--- src/design/bda_pkg.sv ---
// Shared types and constants for the button debounce and auto-repeat block.
`default_nettype none

package bda_pkg;

    localparam int NUM_BUTTONS    = 3;
    localparam int RAW_PIN_COUNT  = 3;
    localparam int TIMER_W        = 16;
    localparam int INDEX_W        = 2;
    localparam int CFG_INDEX_W    = 2;
    localparam int CFG_DATA_W     = 16;

    localparam logic [TIMER_W-1:0] LONG_PRESS_RESET = 16'd100;
    localparam logic [TIMER_W-1:0] REPEAT_RESET     = 16'd25;

    // Configuration register indexes
    localparam logic [CFG_INDEX_W-1:0] CFG_PRESSED_LEVEL = 2'd0;
    localparam logic [CFG_INDEX_W-1:0] CFG_LONG_PRESS    = 2'd1;
    localparam logic [CFG_INDEX_W-1:0] CFG_REPEAT        = 2'd2;

    // Input commands
    localparam logic CMD_TICK = 1'b0;
    localparam logic CMD_POLL = 1'b1;

    typedef struct packed {
        logic                     cmd;
        logic [RAW_PIN_COUNT-1:0] raw_pins;
    } bda_in_t;

    typedef struct packed {
        logic               press_found;
        logic [INDEX_W-1:0] button_index;
    } bda_out_t;

    typedef struct packed {
        logic               pressed_level;
        logic [TIMER_W-1:0] long_press_ticks;
        logic [TIMER_W-1:0] repeat_ticks;
    } bda_cfg_t;

    typedef struct packed {
        logic tick;
        logic level;
        logic clear;
    } bda_ctl_t;

endpackage

`default_nettype wire

--- src/design/bda_button.sv ---
// Per-button three-sample debounce, pending flag and auto-repeat timer.
`default_nettype none

module bda_button
    import bda_pkg::*;
(
    input  wire logic     aclk,
    input  wire logic     aresetn,
    input  wire bda_cfg_t cfg,
    input  wire bda_ctl_t ctl,
    output logic          pending
);

    logic               middle_reg, middle_next;
    logic               newest_reg, newest_next;
    logic               stable_reg, stable_next;
    logic               pending_reg, pending_next;
    logic [TIMER_W-1:0] timer_reg, timer_next;
    logic               agree;

    // oldest sample is never read after the shift, so only two are kept
    assign agree = (middle_reg == newest_reg) && (newest_reg == ctl.level);

    always_comb begin
        middle_next  = middle_reg;
        newest_next  = newest_reg;
        stable_next  = stable_reg;
        pending_next = pending_reg;
        timer_next   = timer_reg;
        if (ctl.tick) begin
            middle_next = newest_reg;
            newest_next = ctl.level;
            if (agree) begin
                if (stable_reg != ctl.level) begin
                    stable_next = ctl.level;
                    if (ctl.level == cfg.pressed_level) begin
                        pending_next = 1'b1;
                        timer_next   = cfg.long_press_ticks;
                    end
                end else if (timer_reg <= TIMER_W'(1)) begin
                    if (stable_reg == cfg.pressed_level) begin
                        pending_next = 1'b1;
                    end
                    timer_next = cfg.repeat_ticks;
                end else begin
                    timer_next = timer_reg - TIMER_W'(1);
                end
            end
        end else if (ctl.clear) begin
            pending_next = 1'b0;
        end
    end

    always_ff @(posedge aclk) begin
        if (!aresetn) begin
            middle_reg  <= 1'b0;
            newest_reg  <= 1'b0;
            stable_reg  <= 1'b0;
            pending_reg <= 1'b0;
            timer_reg   <= LONG_PRESS_RESET;
        end else begin
            middle_reg  <= middle_next;
            newest_reg  <= newest_next;
            stable_reg  <= stable_next;
            pending_reg <= pending_next;
            timer_reg   <= timer_next;
        end
    end

    assign pending = pending_reg;

endmodule

`default_nettype wire

--- src/design/button_debounce_autorepeat_top.sv ---
// Top level: config registers, button array, poll encoder and result register.
// An accepted item's result is registered into the output register.
// Throughput: one item per cycle while s_ready is high; the per-button state updates in one pass.
// s_ready stays high while the result register is empty or being taken.
// Reset (aresetn low, synchronous) clears all samples, levels and pending flags,
// loads timers with 100, and restores pressed_level 0, long 100, repeat 25.
`default_nettype none

module button_debounce_autorepeat_top
    import bda_pkg::*;
(
    input  wire logic                   aclk,
    input  wire logic                   aresetn,
    input  wire logic                   cfg_wr_en,
    input  wire logic [CFG_INDEX_W-1:0] cfg_index,
    input  wire logic [CFG_DATA_W-1:0]  cfg_wdata,
    input  wire logic                   s_valid,
    output logic                        s_ready,
    input  wire bda_in_t                s_data,
    output logic                        m_valid,
    input  wire logic                   m_ready,
    output bda_out_t                    m_data
);

    bda_cfg_t                 cfg_reg;
    logic                     m_valid_reg;
    bda_out_t                 m_data_reg;
    bda_out_t                 result;
    logic                     accept;
    logic                     do_tick;
    logic                     do_poll;
    logic [NUM_BUTTONS-1:0]   level;
    logic [NUM_BUTTONS-1:0]   pending;
    logic [NUM_BUTTONS-1:0]   clear_sel;
    bda_ctl_t                 ctl [NUM_BUTTONS];

    assign s_ready = !m_valid_reg || m_ready;
    assign accept  = s_valid && s_ready;
    assign do_tick = accept && (s_data.cmd == CMD_TICK);
    assign do_poll = accept && (s_data.cmd == CMD_POLL);

    always_ff @(posedge aclk) begin
        if (!aresetn) begin
            cfg_reg.pressed_level    <= 1'b0;
            cfg_reg.long_press_ticks <= LONG_PRESS_RESET;
            cfg_reg.repeat_ticks     <= REPEAT_RESET;
        end else if (cfg_wr_en) begin
            unique case (cfg_index)
                CFG_PRESSED_LEVEL: cfg_reg.pressed_level    <= cfg_wdata[0];
                CFG_LONG_PRESS:    cfg_reg.long_press_ticks <= cfg_wdata[TIMER_W-1:0];
                CFG_REPEAT:        cfg_reg.repeat_ticks     <= cfg_wdata[TIMER_W-1:0];
                default:           ;
            endcase
        end
    end

    for (genvar gi = 0; gi < NUM_BUTTONS; gi++) begin : g_btn
        // buttons past the raw pin field see level 0
        if (gi < RAW_PIN_COUNT) begin : g_pin
            assign level[gi] = s_data.raw_pins[gi];
        end else begin : g_nopin
            assign level[gi] = 1'b0;
        end

        assign ctl[gi] = '{tick: do_tick, level: level[gi], clear: do_poll && clear_sel[gi]};

        bda_button u_button (
            .aclk    (aclk),
            .aresetn (aresetn),
            .cfg     (cfg_reg),
            .ctl     (ctl[gi]),
            .pending (pending[gi])
        );
    end

    // lowest pending button wins
    always_comb begin
        clear_sel           = '0;
        result.press_found  = 1'b0;
        result.button_index = '0;
        for (int i = NUM_BUTTONS - 1; i >= 0; i--) begin
            if (pending[i]) begin
                clear_sel           = '0;
                clear_sel[i]        = 1'b1;
                result.press_found  = 1'b1;
                result.button_index = i[INDEX_W-1:0];
            end
        end
        if (s_data.cmd == CMD_TICK) begin
            result.press_found  = 1'b0;
            result.button_index = '0;
        end
    end

    always_ff @(posedge aclk) begin
        if (!aresetn) begin
            m_valid_reg <= 1'b0;
        end else if (s_ready) begin
            m_valid_reg <= s_valid;
        end
    end

    always_ff @(posedge aclk) begin
        if (accept) begin
            m_data_reg <= result;
        end
    end

    assign m_valid = m_valid_reg;
    assign m_data  = m_data_reg;

endmodule

`default_nettype wire
--- config.mk ---
export PLATFORM = sky130hd
export DESIGN_NAME = button_debounce_autorepeat_top
export DESIGN_NICKNAME = d
export VERILOG_FILES = /design/src/design/bda_pkg.sv /design/src/design/bda_button.sv /design/src/design/button_debounce_autorepeat_top.sv
export SDC_FILE = /design/constraint.sdc
export NUM_CORES = 1
export LEC_CHECK = 0
export BUFFER_PORTS_ARGS = -buffer_cell sky130_fd_sc_hd__buf_2
export CAP_MARGIN = 20
export CORE_MARGIN = 2
export CORE_UTILIZATION = 60
export DETAILED_ROUTE_END_ITERATION = 16
export GPL_ROUTABILITY_DRIVEN = 0
export PLACE_DENSITY_LB_ADDON = 0.1
export SLEW_MARGIN = 20
export SYNTH_ARGS = -nofsm -noshare
export SYNTH_HDL_FRONTEND = slang
export SYNTH_SLANG_ARGS = --single-unit
--- constraint.sdc ---
create_clock -name aclk -period 3.2 [get_ports aclk]
set_clock_uncertainty 0.15 [all_clocks]
set_input_delay 0.32 -clock aclk [delete_from_list [all_inputs] [get_ports aclk]]
set_output_delay 0.32 -clock aclk [all_outputs]
set_load 0.03 [all_outputs]
## Word level (Yosys, flattened, before mapping)

Cells that the tools add are included.

- Word-level logic and storage cells: 126
- ROM bits: 0
- Bits in latches: 0
- Bits of input ports: 27
- Memories: 0
- Output and inout port bits: 5
- Memory bits (writable): 0
- Register bits: 97

- Equality and inequality tests: 32
- Bitwise logic cells: 1
- Add/subtract/negate cells: 3
- Reductions and logical operators: 29
- Muxes and demuxes: 36
- $lt $le $gt $ge: 3
- Div/mod/pow operators: 0
- Multiply operators: 0
- Shift operators: 0

Operators by type and width:

| cell | count |
|---|---|
| $mux W16 | 9 |
| $le A16 B1 Y1 const B | 3 |
| $sub A16 B1 Y16 const B | 3 |
| $mux W1 | 21 |
| $mux W3 | 6 |
| $ne A3 B1 Y1 const B | 6 |
| $reduce_and A3 Y1 | 6 |
| $reduce_and A5 Y1 | 3 |
| $eq A1 B1 Y1 | 12 |
| $logic_and A1 B1 Y1 | 9 |
| $ne A3 B3 Y1 const B | 3 |
| $ne A2 B1 Y1 const B | 3 |
| $ne A2 B2 Y1 const B | 3 |
| $reduce_and A2 Y1 | 3 |
| $reduce_bool A2 Y1 | 3 |
| $ne A1 B1 Y1 | 3 |
| $reduce_or A3 Y1 | 1 |
| $eq A2 B1 Y1 const B | 1 |
| $eq A2 B2 Y1 const B | 1 |
| $logic_not A2 Y1 | 1 |
| $reduce_or A2 Y1 | 1 |
| $logic_not A1 Y1 | 1 |
| $logic_or A1 B1 Y1 | 1 |
| $not A1 Y1 | 1 |

## Longest topological paths before layout

- Word-level depth: 7
- Mapped depth: 10
- Gate-level depth less buffers: 7

## Hierarchy

Synthesis repeated with hierarchy kept, for this count alone.

- Cells, all modules: 720
- Area total of the unflattened synthesis: 5850.6 sq um

By module, submodules not included:

| module | seq. area each (sq um) | cells an instance | times used | area each (sq um) |
|---|---|---|---|---|
| bda_button (g_btn[0].u_button ...) | 400.4 | 192 | 2 | 1475.2 |
| button_debounce_autorepeat_top | 770.7 | 156 | 1 | 1536.5 |
| bda_button (g_btn[2].u_button) | 400.4 | 180 | 1 | 1363.8 |

## Worst setup path after synthesis

Ideal clock, no wire load.

- Path kind: register -> register
- Start point: register g_btn[2].u_button.timer_reg[2]
- End point: register g_btn[2].u_button.pending_reg
- Path buffers: 3
- Clock period less this slack: 2309 ps
- Data arrival time: 2091 ps
- Slack: 891 ps
- Required time: 2983 ps
- Setup time: 67 ps
- Stages on the path, launching flop included: 9
- Cell sequence: dfxtp_1 buf_6 or4_4 or2_1 buf_6 or2_4 buf_6 a221o_1 a21oi_2

- Cells in the longest elaborated chain, start to end: 3

Ends and longest elaborated chain:

| element | line | source |
|---|---|---|
| start: declaration | bda_button.sv:18 | `logic [TIMER_W-1:0] timer_reg, timer_next;` |
| start signal: assignment | bda_button.sv:66 | `timer_reg <= timer_next;` |
| $le A16 B1 Y1 | bda_button.sv:40 | `end else if (timer_reg <= TIMER_W'(1)) begin` |
| $ne A3 B1 Y1 (no source line) | n/a |  |
| $reduce_and A5 Y1 (no source line) | n/a |  |
| end signal: assignment | bda_button.sv:65 | `pending_reg <= pending_next;` |
| end: declaration | bda_button.sv:17 | `logic pending_reg, pending_next;` |

No other way between the ends.
A chain may end at the register's enable or synchronous reset.

## Worst setup path in the final report

- Start point: register g_btn[0].u_button.timer_reg[0]
- End point: register g_btn[0].u_button.timer_reg[14]

- Cells in the longest elaborated chain, start to end: 3
- Elaborated cells on any way between the ends: 4
- Those cells by class: add/sub: 1; order compare: 1; mux: 2

Ends and longest elaborated chain:

| element | line | source |
|---|---|---|
| start: declaration | bda_button.sv:18 |  |
| start signal: assignment | bda_button.sv:66 |  |
| $sub A16 B1 Y16 / $le A16 B1 Y1 (equally long branches) | bda_button.sv:46, bda_button.sv:40 |  |
| $mux W16 * | bda_button.sv:40 |  |
| $mux W16 * | bda_button.sv:34 | `if (stable_reg != ctl.level) begin` |

Mark *: on every way between the ends. The rest lies on a longest branch, timed or not.

==> run metrics <==
count of unique library cells instantiated by Yosys 71; Layout Nets 789; kind of launch point of the worst setup path flop; total overflow reported by the global router 0; post-detailed-route wirelength per cell 19.6 um; share of synthesized area occupied by flip-flops and latches 0.344; cell area after synthesis 5730 um^2; die height 102 um; RSZ-0062 raised after global routing false; CTS HTree Levels 3; Max rail drop VDD 0.000261 V; startpoint-to-endpoint class of the critical path flop to flop; sort of element at the end of the critical path flop; setup_tns 0 ps; proportion of layout cells with a drive suffix above 1 0.112; per-instance average area after synthesis 7.61 um^2; clock buffers created by TritonCTS 9; fraction of the cycle the final worst path needs 0.803; count of standard-cell rows 35; Design Power 2.57 mW; max-cap check violation count 0; TritonCTS clock tree done; actual slew at the worst max-slew pin 968 ps; half-perimeter wire length after placement 11.5 mm; path depth of the worst reg2reg path 7; fillers 797; antenna violations before repair 0; Async SR Flop Fraction 0; Initial Utilization 0.620; maximum operating frequency 389 MHz; CORE AREA 9240 um^2; count of final hold-check violations 0; Hold Path Origin cfg_wdata[6]; die footprint 10400 um^2; endpoint of the worst register-to-register path g_btn[0].u_button.timer_reg[14]; vias in the first global route 5279; static power due to leakage 2.07 nW; top_reg_cell synth sky130_fd_sc_hd__dfxtp_1; final instance area 6190 um^2; Skew-Pair Late Insertion Delay 380 ps; power density over the cells 416 nW/um^2; count of buffers added by post-CTS timing repair for setup 0; via count 5975; root buf cell sky130_fd_sc_hd__clkbuf_8; post-synth net total 786; reg2reg start g_btn[0].u_button.timer_reg[0]; data arrival time at the worst-slack endpoint 2730 ps; FF+latch count, synth 97; synth warn 0; buffers added on ports 31; Hold WC Path Type input port to flop; Die X 102 um; maximum fanout count along the critical path 14; outcome completed; CTS clk-pin slew, worst paths 100 ps; number of violations reported at the end of detailed-routing iteration 0 477; worst-case hold path end point cfg_reg[22]; drt pass-1 iters 6; endpoints failing setup 0; Cell Area, Placed 5970 um^2; required arrival time at the worst endpoint 3360 ps; antenna diode count 0; all-layer global routing usage 0.345; number of flops mapped to enable cells by yosys 3; Max-slew headroom 0.350; Post-Synthesis Cells 753; number of buffers on the longest clock path 2; final number of max-transition violations 0; IO Pins 32; hold path depth 3; Resize count post-CTS 0; clock period minus worst slack 2570 ps; pin count of the biggest net entering global routing 53; number of flip-flops in the largest register 48; relative area change from synthesis to final layout 7.97%; slack of the worst reg-to-reg path 630 ps; CTS Hold Bufs 0; WL final 17.5 mm; first-pass GRT wire length 27.3 mm; clock sinks 97; post-route ant nets 0; number of remaining DRC errors 0; via density per instance 6.71
-- cells in the mapped netlist, types with 11 or more instances --
cell                       instances  share of area
sky130_fd_sc_hd__a211o_1          13          0.020
sky130_fd_sc_hd__a21oi_1          63          0.055
sky130_fd_sc_hd__a31oi_1          40          0.044
sky130_fd_sc_hd__clkbuf_1         52          0.034
sky130_fd_sc_hd__dfxtp_1          94           0.33
sky130_fd_sc_hd__inv_1            13         0.0085
sky130_fd_sc_hd__nand2_1         127          0.083
sky130_fd_sc_hd__nand3_1          16          0.014
sky130_fd_sc_hd__nor2_1           25          0.016
sky130_fd_sc_hd__nor3_1           43          0.038
sky130_fd_sc_hd__o211ai_1         23          0.030
sky130_fd_sc_hd__o21ai_0          59          0.052
sky130_fd_sc_hd__or4_1            11          0.014
sky130_fd_sc_hd__xnor2_1          13          0.020
sky130_fd_sc_hd__xor2_1           13          0.020
-- critical path, cell delays in order, from the launching register on --
cell                       delay [ps]
sky130_fd_sc_hd__dfxtp_1          440
sky130_fd_sc_hd__inv_1             70
sky130_fd_sc_hd__ha_1             320
sky130_fd_sc_hd__o21bai_1         320
sky130_fd_sc_hd__or3_1            460
sky130_fd_sc_hd__nor3_1            90
sky130_fd_sc_hd__or4_1            520
sky130_fd_sc_hd__a31oi_1          130
-- per-layer routing --
layer,global-route usage,vias to the layer above,routed length (um)
li1,-,2813,-
met1,0.462,2805,7250
met2,0.550,316,8070
met3,0.0573,41,1560
met4,0.144,0,593
met5,0,-,0
-- report_power, final --
| part | internal (mW) | switching [mW] | total (mW) |
|---|---|---|---|
| clock | 0.403 | 0.492 | 0.895 |
| sequential | 1.26 | 0.0775 | 1.33 |
| combinational | 0.129 | 0.215 | 0.345 |
| total | 1.79 | 0.785 | 2.57 |
-- cells by family (layout without fill, tap and decap cells) --
group | Yosys count | count (layout) | share of synthesized area
xor gates and xnor gates | 26 | 26 | 0.0397
adders and majority gates | 6 | 6 | 0.0131
muxes | 2 | 2 | 0.00371
and+or+nand+nor | 289 | 289 | 0.249
AOI/OAI and AO/OA | 259 | 259 | 0.297
buffers and inverters | 74 | 82 | 0.0533
DFF | 97 | 97 | 0.344
-- worst max-delay path by stage --
stage | from | cells after the start | slack, ps | end
final | g_btn[0].u_button.timer_reg[0] | 7 | 630 | g_btn[0].u_button.timer_reg[14]
after global routing | g_btn[0].u_button.timer_reg[0] | 7 | 450 | g_btn[0].u_button.timer_reg[14]
after CTS | g_btn[0].u_button.timer_reg[0] | 7 | 670 | g_btn[0].u_button.timer_reg[14]
after detailed placement | g_btn[0].u_button.timer_reg[0] | 7 | 700 | g_btn[0].u_button.timer_reg[12]
after global placement | g_btn[0].u_button.timer_reg[0] | 7 | 730 | g_btn[0].u_button.timer_reg[12]
after floorplan | g_btn[2].u_button.timer_reg[2] | 8 | 890 | g_btn[2].u_button.pending
-- through the flow --
stage / hold WS, ps / cells / setup slack (ps) / utilization
2_1_floorplan: 294 / 753 / 891 / -
3_3_place_gp: 345 / 874 / 728 / 0.646
3_5_place_dp: 364 / 874 / 697 / 0.646
4_1_cts: 31.0 / 890 / 668 / 0.670
5_1_grt: 40.7 / 890 / 454 / 0.670
6_report: 24.5 / 890 / 631 / 0.670
-- cell type report --
type                       count  area (um^2)  area share
clock inverter                 6         80.1      0.0129
clock buffer                  10          138      0.0222
multi-input combinational    582         3470       0.561
tap                          129          161      0.0261
inverter                      14         52.6     0.00849
timing repair buffer          52          313      0.0505
sequential                    97         1970       0.319
-- layout by cell type, fill, tap and decap left out, drive strengths merged, types with 3 or more instances in the layout --
| cell type | instances |
|---|---|
| a2111o | 3 |
| a2111oi | 4 |
| a211o | 13 |
| a211oi | 3 |
| a21oi | 64 |
| a221oi | 5 |
| a311o | 3 |
| a31oi | 40 |
| and2 | 3 |
| and3 | 9 |
| buf | 52 |
| clkbuf | 10 |
| dfxtp | 94 |
| edfxtp | 3 |
| ha | 6 |
| inv | 18 |
| nand2 | 128 |
| nand2b | 3 |
| nand3 | 16 |
| nand3b | 4 |
| nand4 | 8 |
| nor2 | 25 |
| nor2b | 4 |
| nor3 | 43 |
| nor3b | 4 |
| nor4 | 11 |
| o2111ai | 4 |
| o211ai | 23 |
| o21a | 5 |
| o21ai | 59 |
| o221ai | 3 |
| o31ai | 8 |
| or2 | 4 |
| or3 | 9 |
| or4 | 12 |
| xnor2 | 13 |
| xor2 | 13 |
No activity file was read; power rests on OpenSTA's default activity.
